--- src/rtl/core/secant_flap_angle_update_unit_defines.svh ---
// Assertion macros shared by the secant flap angle update RTL.
// No dependencies; included by modules that carry assertions.
`ifndef SECANT_FLAP_ANGLE_UPDATE_UNIT_DEFINES_SVH
`define SECANT_FLAP_ANGLE_UPDATE_UNIT_DEFINES_SVH

// Clocked check, suspended while reset is asserted
`define SFAU_ASSERT(lbl, prop, msg) \
    lbl: assert property (@(posedge i_clk) disable iff (!i_rst_n) prop) else $error(msg);

// Clocked check that also holds through reset
`define SFAU_ASSERT_ALWAYS(lbl, prop, msg) \
    lbl: assert property (@(posedge i_clk) prop) else $error(msg);

`endif

--- src/rtl/core/sfau_pkg.sv ---
// Shared constants, types and the arctangent table for the flap angle unit.
// No dependencies.
package sfau_pkg;

    localparam int CORDIC_ITERATIONS_DEF = 16;
    localparam int CORDIC_MAX_ITER       = 24;

    // serial divider widths: dividend magnitude and divisor
    localparam int DIV_NW = 49;
    localparam int DIV_DW = 34;

    // angles in 1/64 degree
    localparam logic signed [16:0] TEN_DEG  = 17'sd640;
    localparam logic signed [16:0] FIVE_DEG = 17'sd320;
    localparam logic signed [16:0] DEG_90   = 17'sd5760;
    localparam logic signed [16:0] DEG_175  = 17'sd11200;
    localparam logic signed [16:0] DEG_180  = 17'sd11520;
    localparam logic signed [16:0] DEG_360  = 17'sd23040;

    localparam logic signed [32:0] PI_Q30   = 33'sd3373259426;
    localparam logic signed [33:0] GAIN_Q30 = 34'sd652032874;

    // APB register indices
    localparam logic [1:0] REG_HINGE_X = 2'd0;
    localparam logic [1:0] REG_HINGE_Z = 2'd1;
    localparam logic [1:0] REG_SURFACE = 2'd2;
    localparam logic [1:0] REG_LENGTH  = 2'd3;

    typedef struct packed {
        logic                start;
        logic [DIV_NW-1:0]   num;
        logic [DIV_DW-1:0]   den;
    } t_div_req;

    typedef struct packed {
        logic                done;
        logic [DIV_NW-1:0]   quo;
    } t_div_rsp;

    function automatic logic [31:0] atan_q30(input logic [4:0] idx);
        logic [31:0] v;
        case (idx)
            5'd0:  v = 32'h3243F6A8;
            5'd1:  v = 32'h1DAC6705;
            5'd2:  v = 32'h0FADBAFC;
            5'd3:  v = 32'h07F56EA6;
            5'd4:  v = 32'h03FEAB76;
            5'd5:  v = 32'h01FFD55B;
            5'd6:  v = 32'h00FFFAAA;
            5'd7:  v = 32'h007FFF55;
            5'd8:  v = 32'h003FFFEA;
            5'd9:  v = 32'h001FFFFD;
            5'd10: v = 32'h000FFFFF;
            5'd11: v = 32'h0007FFFF;
            5'd12: v = 32'h0003FFFF;
            5'd13: v = 32'h0001FFFF;
            5'd14: v = 32'h0000FFFF;
            5'd15: v = 32'h00007FFF;
            5'd16: v = 32'h00003FFF;
            5'd17: v = 32'h00001FFF;
            5'd18: v = 32'h00000FFF;
            5'd19: v = 32'h000007FF;
            5'd20: v = 32'h000003FF;
            5'd21: v = 32'h000001FF;
            5'd22: v = 32'h000000FF;
            5'd23: v = 32'h0000007F;
            default: v = 32'h00000000;
        endcase
        return v;
    endfunction

endpackage

--- src/rtl/core/sfau_div.sv ---
// Restoring unsigned divider, one quotient bit per cycle.
// Depends on sfau_pkg.
module sfau_div
    import sfau_pkg::*;
(
    input  logic     i_clk,
    input  logic     i_rst_n,
    input  t_div_req i_req,
    output t_div_rsp o_rsp
);

    localparam int CW = $clog2(DIV_NW + 1);

    logic [DIV_NW-1:0] r_num, n_num;
    logic [DIV_DW-1:0] r_rem, n_rem;
    logic [DIV_DW-1:0] r_den;
    logic [CW-1:0]     r_cnt;
    logic              r_busy, r_done;
    logic [DIV_DW:0]   trial;
    logic              qbit;

    always_comb begin
        trial = {r_rem, r_num[DIV_NW-1]};
        qbit  = (trial >= {1'b0, r_den});
        n_rem = qbit ? DIV_DW'(trial - {1'b0, r_den}) : trial[DIV_DW-1:0];
        n_num = {r_num[DIV_NW-2:0], qbit};
    end

    always_ff @(posedge i_clk) begin
        if (!i_rst_n) begin
            r_busy <= 1'b0;
            r_done <= 1'b0;
            r_cnt  <= '0;
        end else begin
            r_done <= 1'b0;
            if (i_req.start) begin
                r_busy <= 1'b1;
                r_cnt  <= '0;
                r_num  <= i_req.num;
                r_den  <= i_req.den;
                r_rem  <= '0;
            end else if (r_busy) begin
                r_num <= n_num;
                r_rem <= n_rem;
                r_cnt <= r_cnt + 1'b1;
                if (r_cnt == CW'(DIV_NW - 1)) begin
                    r_busy <= 1'b0;
                    r_done <= 1'b1;
                end
            end
        end
    end

    assign o_rsp.done = r_done;
    assign o_rsp.quo  = r_num;

endmodule

--- config.mk ---
export PLATFORM = sky130hd
export DESIGN_NAME = sfau_div
export DESIGN_NICKNAME = d
export VERILOG_FILES = /design/src/rtl/core/secant_flap_angle_update_unit_defines.svh /design/src/rtl/core/sfau_pkg.sv /design/src/rtl/core/sfau_div.sv
export SDC_FILE = /design/constraint.sdc
export NUM_CORES = 1
export LEC_CHECK = 0
export CELL_PAD_IN_SITES_DETAIL_PLACEMENT = 0
export CELL_PAD_IN_SITES_GLOBAL_PLACEMENT = 1
export CORE_MARGIN = 2
export CORE_UTILIZATION = 45
export DETAILED_ROUTE_END_ITERATION = 7
export DONT_BUFFER_PORTS = 1
export PLACE_DENSITY = 0.71
export SETUP_SLACK_MARGIN = 0.5
export SYNTH_ARGS = -nofsm -noshare
export SYNTH_HDL_FRONTEND = slang
export SYNTH_SLANG_ARGS = --single-unit
--- constraint.sdc ---
create_clock -name i_clk -period 3.8 [get_ports i_clk]
set_clock_uncertainty 0.05 [all_clocks]
set_input_delay 0.57 -clock i_clk [delete_from_list [all_inputs] [get_ports i_clk]]
set_output_delay 0.57 -clock i_clk [all_outputs]
set_load 0.1 [all_outputs]
==> impl_metrics.py, run 1 <==
metrics = {
    "place": {
        "io_buffer_count": 0,
        "dp_hpwl_um": 10700,
        "post-place-ws_ns": 0.284,
        "place.gp.congestion": 0.898,
    },
    "final_layout": {
        "layout_common_cells": "edfxtp_1 (117), nor2_1 (61), inv_1 (51)",
        "antennaDiodeCount": 0,
        "drive_gt1_share_pct": 22.5,
        "layout.nets": 765,
        "mostFrequentLayoutCell": "edfxtp_1",
        "post-route-util_pct": 53.8,
        "syn_to_final_growth_pct": 17.5,
        "nFillCells": 1324,
    },
    "synth": {
        "syn_nets": 737,
        "syn_avg_cell_area_um2": 11.3,
        "yosysWarnings": 0,
        "synth_edf_count": 117,
        "synth_area_um2": 6930,
        "ys_async_sr_fraction_pct": 0,
        "yosysSeqAreaShare_pct": 53.0,
        "yosysUniqueCellTypes": 56,
        "synthCells": 614,
        "synth_seq_cells": 125,
        "synthFlopType": "edfxtp_1",
    },
    "clocking": {
        "cts_max_level": 4,
        "cts_tree": "done",
        "clkLatencyLatePin_ns": 0.42,
        "clk_path_buf_depth": 2,
        "path_clk_slew_ns": 0.06,
        "cts_buffers": 17,
        "cts_root_buf": "clkbuf_16",
        "clkSinkCount": 125,
    },
    "timing": {
        "grt_setup_unrepaired": "true",
        "finalCritPeriodShare_pct": 84.4,
        "finalSetupTns_ns": 0,
        "finalSetupViolations": 0,
        "hold_viol": 0,
        "maxSlewHeadroom_pct": 20.6,
        "fin_hold_ws_ns": 0.189,
        "fin_ws_ns": 0.593,
        "fmax_mhz": 312,
        "tightest_slew_ns": 1.19,
        "drv_slew": 0,
        "period_needed_ns": 3.21,
    },
    "grt": {
        "grt_pass1_vias": 4969,
        "grt_antenna_before_repair": 0,
        "track_usage_pct": 20.2,
        "grt_pass1_wl_um": 25600,
        "overflow": 0,
        "grt_max_degree": 88,
    },
    "floorplan": {
        "start_util_pct": 45.8,
        "ios": 136,
        "rows": 45,
        "die_h_um": 128,
        "die_x_um": 128,
        "core_area_um2": 15100,
        "die-area_um2": 16400,
    },
    "drt": {
        "routed_wl_um": 16300,
        "wl_per_cell_um": 19.4,
        "antenna_left": 0,
        "drt_drc_violations_left": 0,
        "via_count": 4843,
        "post_drt_via_cell_ratio": 5.75,
        "drt_iter0_drc": 281,
        "firstDrtPassIters": 4,
    },
    "power_and_ir_drop": {
        "peakVddDrop_mv": 0.356,
        "cellPowerDensity_nw_per_um2": 551,
        "leakage_uw": 0.00311,
    },
    "outcome": {
        "outcome": "finished clean",
    },
    "critical_path": {
        "slowest_stage": "or4_4",
        "path_buf_inv": 1,
        "crit_top_cell": "or4_4",
        "crit_family": "simple AND/OR/NAND/NOR gates",
        "cp.required_ns": 3.93,
        "end_kind": "flop",
        "worstPathArrival_ns": 3.33,
        "path_cells": "ha_4, nand2_2, or4_4, or4_4, a311oi_4, nor3_4, buf_12, and3_1, a41oi_2, nand2_1",
        "cp-start-kind": "flop",
        "path_max_fanout": 8,
        "cpPeakStageDelay_ns": 0.51,
        "crit_type": "reg2reg",
    },
    "min_path": {
        "hp-class": "in2reg",
    },
    "job": {
        "drv_cap": 0,
    },
}
==> timing repair <==
action | CTS | global route
pin swaps | 1 | 15
gates cloned | 0 | 2
resized for setup | 24 | 17
setup buffers | 0 | 26
hold buffers | 0 | 0
setup endpoints to repair | 29 | 34
==> state kept, by name, indices dropped and copies added (netlist names) <==
signal  count
r_num      49
r_den      34
r_rem      34
r_cnt       6
r_busy      1
r_done      1
==> worst reg2reg max path, cell delays in order, from the launching register on <==
cell      delay (ns)
edfxtp_1        0.44
ha_4            0.34
nand2_2         0.09
or4_4           0.51
or4_4           0.45
a311oi_4        0.39
nor3_4          0.12
buf_12          0.18
and3_1          0.19
a41oi_2         0.15
nand2_1         0.06
==> worst paths after layout <==
| check | from | endpoint | slack, ns | cells after the start |
|---|---|---|---|---|
| max reg2reg | r_rem[26] | r_rem[33] | 0.59 | 10 |
| min | i_req[10] | r_den[10] | 0.19 | 0 |
| max | r_rem[26] | r_rem[33] | 0.59 | 10 |
| min reg2reg | r_cnt[5] | r_cnt[5] | 0.45 | 2 |
==> synth_stat cells, types with 3 or more instances <==
| master | instances | share of area, % |
|---|---|---|
| o21ai_0 | 24 | 1.7 |
| a2111oi_0 | 3 | 0.38 |
| xnor2_1 | 19 | 2.4 |
| buf_2 | 6 | 0.43 |
| nor3_1 | 12 | 0.87 |
| nand4_1 | 14 | 1.3 |
| xor2_1 | 10 | 1.3 |
| edfxtp_1 | 117 | 51 |
| dfxtp_1 | 8 | 2.3 |
| inv_1 | 51 | 2.8 |
| a31oi_1 | 3 | 0.27 |
| a22o_1 | 4 | 0.51 |
| clkbuf_1 | 17 | 0.92 |
| o21a_1 | 7 | 0.76 |
| nand2_1 | 29 | 1.6 |
| a21o_1 | 11 | 1.2 |
| nand3_1 | 10 | 0.72 |
| mux2i_1 | 12 | 1.7 |
| mux2_2 | 48 | 7.8 |
| a21oi_1 | 48 | 3.5 |
| or3_1 | 4 | 0.36 |
| nor2_1 | 61 | 3.3 |
| ha_1 | 36 | 6.5 |
| o22ai_1 | 3 | 0.27 |
| a211oi_1 | 9 | 0.97 |
| o21bai_1 | 5 | 0.54 |
==> metrics by stage <==
step / std cells / area (µm²) / total power, µW
after floorplan: 614 / 6940 / 2610
after detailed placement: 783 / 7140 / 2800
final: 842 / 8150 / 4490
after CTS: 814 / 7830 / 4400
after global routing: 842 / 8150 / 4690
after global placement: 783 / 7140 / 2790
==> per-layer routing <==
metal  wire length, µm  share of wire (%)  GRT usage, %
met1              6970                 43          25.6
met2              7840                 48          32.0
met3              1290                7.9          8.22
met4               203                1.2          5.75
met5                 0                  0             0
==> kinds of logic after synthesis <==
kind of cell / Yosys count / synth area share [%]
AOI/OAI and AO/OA: 135 / 12.4
xor gates and xnor gates: 29 / 3.66
adders and majority gates: 37 / 6.79
buffers and inverters: 81 / 4.62
DFF: 125 / 53.0
muxes: 60 / 9.53
and+or+nand+nor: 147 / 10.0
==> where the power goes <==
group / switching [µW] / internal [µW]
clock: 649 / 907
sequential: 299 / 1650
combinational: 536 / 446
==> layout make-up <==
cell class / instances / area [µm²] / share of cell area [%]
Tap cell: 188 / 235 / 2.89
Clock inverter: 14 / 135 / 1.66
Inverter: 53 / 201 / 2.47
Clock buffer: 17 / 425 / 5.22
Sequential cell: 125 / 3670 / 45.1
Timing Repair Buffer: 36 / 317 / 3.89
Multi-Input combinational cell: 409 / 3160 / 38.8
Power figures use the tool's default switching activity.
==> inputs of run 2 (changes only) <==
Settings changed: PLACE_DENSITY 0.71 to 0.74.
Clock period 3.8 ns to 2.95 ns, I/O delays scaled along.
==> run 2 against run 1 <==
The run now ends with setup timing left. Worst setup slack lost 0.87 ns. Register-to-register slack lost 0.87 ns. Die area is the same. First-iteration DRC count grew 55%. Combinational power grew 55%. Sequential power grew 29%. Sequential share of layout area shrank 3.2 points. Highest routed layer unchanged.
==> impl_metrics.py, run 2 (synthesized netlist as in run 1, its figures left out) <==
metrics = {
    "outcome": {
        "outcome": "finished with violations",
        "failed_checks": "setup timing",
    },
    "timing": {
        "finalCritPeriodShare_pct": 109,
        "fmax_mhz": 310,
        "hold_viol": 0,
        "tightest_slew_ns": 0.983,
        "grt_setup_unrepaired": "true",
        "finalSetupTns_ns": -6.79,
        "finalSetupViolations": 35,
        "maxSlewHeadroom_pct": 34.5,
        "fin_ws_ns": -0.277,
        "drv_slew": 0,
        "fin_hold_ws_ns": 0.0539,
        "period_needed_ns": 3.23,
    },
    "grt": {
        "overflow": 0,
        "grt_pass1_vias": 5243,
        "track_usage_pct": 20.6,
        "grt_antenna_before_repair": 0,
        "grt_pass1_wl_um": 26200,
        "grt_max_degree": 88,
    },
    "floorplan": {
        "core_area_um2": 15100,
        "rows": 45,
        "ios": 136,
        "start_util_pct": 45.8,
        "die_h_um": 128,
        "die-area_um2": 16400,
        "die_x_um": 128,
    },
    "drt": {
        "via_count": 5103,
        "antenna_left": 0,
        "firstDrtPassIters": 7,
        "post_drt_via_cell_ratio": 5.65,
        "wl_per_cell_um": 18.7,
        "drt_iter0_drc": 436,
        "routed_wl_um": 16900,
        "drt_drc_violations_left": 0,
    },
    "critical_path": {
        "slowest_stage": "or4_4",
        "crit_top_cell": "or4_4",
        "end_kind": "flop",
        "r2r.worst_path.cells": 11,
        "path_cells": "ha_1, nand2_4, or4_4, or4_4, o211ai_1, buf_4, nor3_4, inv_2, buf_12, mux2i_1, nor2_1",
        "crit_type": "reg2reg",
        "cpPeakStageDelay_ns": 0.56,
        "cp-start-kind": "flop",
        "worstPathArrival_ns": 3.35,
        "path_max_fanout": 7,
        "cp.required_ns": 3.08,
    },
    "final_layout": {
        "layout_common_cells": "edfxtp_1 (117), buf_4 (80), nor2_1 (53)",
        "largest_reg_flops": 49,
        "reg_top3": "r_num (49), r_den (34), r_rem (34)",
        "drive_gt1_share_pct": 32.3,
        "syn_to_final_growth_pct": 26.5,
        "regMostFlops": "r_num",
        "layout.nets": 825,
        "mostFrequentLayoutCell": "edfxtp_1",
        "antennaDiodeCount": 0,
        "nFillCells": 1229,
    },
    "place": {
        "dp_hpwl_um": 11300,
        "io_buffer_count": 0,
        "place.gp.congestion": 0.904,
    },
    "min_path": {
        "hp-class": "in2reg",
        "holdPathStages": 0,
    },
    "power_and_ir_drop": {
        "peakVddDrop_mv": 0.515,
        "leakage_uw": 0.00345,
        "cellPowerDensity_nw_per_um2": 697,
    },
    "clocking": {
        "clkLatencyLatePin_ns": 0.43,
        "cts_hold_buf": 0,
        "cts_tree": "done",
        "clkSinkCount": 125,
        "cts_buffers": 17,
        "path_clk_slew_ns": 0.06,
        "cts_root_buf": "clkbuf_16",
        "cts_max_level": 4,
        "clk_path_buf_depth": 2,
    },
    "job": {
        "drv_cap": 0,
    },
}
-- run 2: final timing paths --
kind / to / from / slack [ns]
worst max-delay path: r_rem[17] / r_rem[29] / -0.28
worst min-delay path: r_den[33] / i_req[33] / 0.05
worst max register to register: r_rem[17] / r_rem[29] / -0.28
worst min register to register: r_cnt[5] / r_cnt[5] / 0.45
-- run 2: repair_timing --
action	4_1_cts	5_1_grt
gates resized for setup	15	47
pin swaps	3	19
cloned	0	3
setup buffers	2	8
setup endpoints to repair	35	35
-- run 2: power by group --
part | switching [µW] | internal (µW)
sequential | 385 | 2130
combinational | 785 | 735
clock | 892 | 1190
total | 2060 | 4050
-- run 2: area by class of cell --
class                   instances  area (µm²)  area share (%)
clock inverters                15         151            1.73
inverters                      53         199            2.27
repair buffers                 96         837            9.54
flip-flops and latches        125        3670            41.9
clock buffers                  17         425            4.85
multi-input cells             409        3250            37.1
well taps                     188         235            2.68
-- run 2: worst max-delay path, delay by kind of cell, from the launching register on --
family / cells / cell delay (ns)
fa+ha+maj: 1 / 0.36
compound gates: 1 / 0.21
flops: 1 / 0.42
buf+inv: 3 / 0.51
mux: 1 / 0.21
simple gates: 5 / 1.20
-- run 2: per-stage QoR --
stage	total power (µW)	area (µm²)	std cells	utilization [%]	worst slack, ns
after global placement	3830	7800	858	51.5	-0.186
after floorplan	3400	7040	614	-	-0.414
after CTS	5970	8470	892	55.9	-0.193
final	6110	8770	903	57.9	-0.277
after global routing	6360	8770	903	57.9	-0.326
after detailed placement	3840	7800	858	51.5	-0.238
-- run 2: layer usage --
layer / wire [µm] / share of wire [%] / track usage (%) / up-vias
li1: - / - / - / 2451
met1: 7210 / 43 / 25.9 / 2440
met2: 8060 / 48 / 33.2 / 185
met3: 1360 / 8.1 / 8.31 / 27
met4: 236 / 1.4 / 5.37 / 0
met5: 0 / 0 / 0 / -
==> inputs of run 3 (changes only) <==
Settings changed: RECOVER_POWER set to 100.
==> run 3 against run 2 <==
The run ends with capacitance limit, slew limit, setup timing left. Non-clock buffer count unchanged. Combinational power about the same. Via count about the same. Total power down 0.17%. Sequential power hardly changed. Maximum frequency increased by 0.27%. Critical endpoint unchanged. Highest routed layer unchanged.
==> impl_metrics.py, run 3 (synthesized netlist as in run 1, its figures left out) <==
metrics = {
    "outcome": {
        "outcome": "finished with violations",
        "failed_checks": "capacitance limit, slew limit, setup timing",
    },
    "place": {
        "dp.cells": 858,
        "dpl_cell_area_um2": 7800,
        "place.gp.congestion": 0.904,
        "io_buffer_count": 0,
        "dp_hpwl_um": 11300,
    },
    "drt": {
        "drt-met1-wl_um": 7230,
        "routed.top_layer": "met4",
        "drt_drc_violations_left": 0,
        "via_count": 5104,
        "wl_met2_um": 8030,
        "drt_iter0_drc": 436,
        "firstDrtPassIters": 5,
        "antenna_left": 0,
        "post_drt_via_cell_ratio": 5.65,
        "wl_per_cell_um": 18.7,
        "route.met3.wl_um": 1370,
        "routed_wl_um": 16900,
    },
    "final_layout": {
        "syn_to_final_growth_pct": 26.2,
        "layout.nets": 825,
        "largest_reg_flops": 49,
        "nFillCells": 1235,
        "mostFrequentLayoutCell": "edfxtp_1",
        "regMostFlops": "r_num",
        "reg_top3": "r_num (49), r_den (34), r_rem (34)",
        "seq_area_um2": 3670,
        "antennaDiodeCount": 0,
        "drive_gt1_share_pct": 32.0,
        "layout_common_cells": "edfxtp_1 (117), buf_4 (79), nor2_1 (53)",
        "final_cells": 903,
        "fin_area_um2": 8750,
        "multi_input_area_um2": 3240,
    },
    "critical_path": {
        "end_kind": "flop",
        "worstPathArrival_ns": 3.34,
        "rr_startpoint": "r_rem[29]",
        "cp-start-kind": "flop",
        "crit_path_start": "r_rem[29]",
        "cp.required_ns": 3.07,
        "crit_type": "reg2reg",
        "path_max_fanout": 7,
    },
    "timing": {
        "fmax_mhz": 311,
        "drv_slew": 36,
        "finalSetupViolations": 35,
        "tightest_slew_ns": 2.41,
        "fin_ws_ns": -0.268,
        "period_needed_ns": 3.22,
        "finalCritPeriodShare_pct": 109,
        "maxSlewHeadroom_pct": -60.5,
        "grt_setup_unrepaired": "true",
        "hold_viol": 0,
    },
    "min_path": {
        "hp-start": "i_req[10]",
        "hp-class": "in2reg",
    },
    "grt": {
        "grt_pass1_wl_um": 26200,
        "grt_antenna_before_repair": 0,
        "track_usage_pct": 20.6,
        "overflow": 0,
        "grt_max_degree": 88,
        "grt_pass1_vias": 5243,
    },
    "job": {
        "drv_cap": 1,
    },
    "floorplan": {
        "die-area_um2": 16400,
        "start_util_pct": 45.8,
        "core_area_um2": 15100,
        "die_h_um": 128,
        "die_x_um": 128,
        "ios": 136,
        "rows": 45,
    },
    "clocking": {
        "cts_root_buf": "clkbuf_16",
        "cts_max_level": 4,
        "clkSinkCount": 125,
        "path_clk_slew_ns": 0.07,
        "clkLatencyLatePin_ns": 0.43,
        "clk_path_buf_depth": 2,
        "cts_tree": "done",
        "cts_buffers": 17,
    },
    "power_and_ir_drop": {
        "power_uw": 6100,
        "peakVddDrop_mv": 0.515,
        "leakage_uw": 0.00344,
        "cellPowerDensity_nw_per_um2": 697,
    },
}
==> run 3: per-layer routing <==
layer  up-vias  track usage, %
met5         -               0
met4         0            5.37
met3        22            8.31
met2       190            33.2
met1      2443            25.9
li1       2449               -
==> run 3: final cells by class <==
class                      count  share of cell area (%)
clock inverter                15                    1.73
sequential                   125                    42.0
tap                          188                    2.69
timing repair buffer          96                    9.38
inverter                      53                    2.27
multi-input combinational    409                    37.1
clock buffer                  17                    4.86
==> run 3: report_power, final <==
group,leakage [µW],switching (µW),internal (µW)
Sequential,0.00118,385,2130
Combinational,0.00198,785,730
Clock,0.000275,884,1190
Total,0.00344,2050,4050
==> run 3: final timing paths <==
check                                  to  slack, ns  depth (start not counted)
worst max-delay path            r_rem[17]      -0.27                         11
worst min-delay path            r_den[10]       0.06                          0
worst max register to register  r_rem[17]      -0.27                         11
worst min register to register   r_cnt[5]       0.45                          2
==> run 3: what timing repair did <==
action / CTS / global route
gates resized for setup: 15 / 47
pin swaps: 3 / 19
gates cloned: 0 / 3
hold buffers: 0 / 0
setup buffers: 2 / 8
setup endpoints to repair: 35 / 35
==> run 3: worst max-delay path, cell delays in order (launching register included) <==
cell and delay (ns):
edfxtp_1 0.42, ha_1 0.36, nand2_4 0.06, or4_4 0.56, or4_4 0.46, o211ai_1 0.20
buf_4 0.17, nor3_4 0.07, inv_2 0.18, buf_12 0.15, mux2i_1 0.21, nor2_1 0.05
==> run 3: stage by stage <==
stage	worst slack, ns	util [%]	setup TNS (ns)	hold WS [ns]
2_1_floorplan	-0.414	-	-4.90	0.408
6_report	-0.268	57.8	-6.57	0.0564
4_1_cts	-0.193	55.9	-2.97	0.0367
3_5_place_dp	-0.238	51.5	-4.55	0.440
5_1_grt	-0.326	57.8	-8.85	0.0337
3_3_place_gp	-0.186	51.5	-3.66	0.417
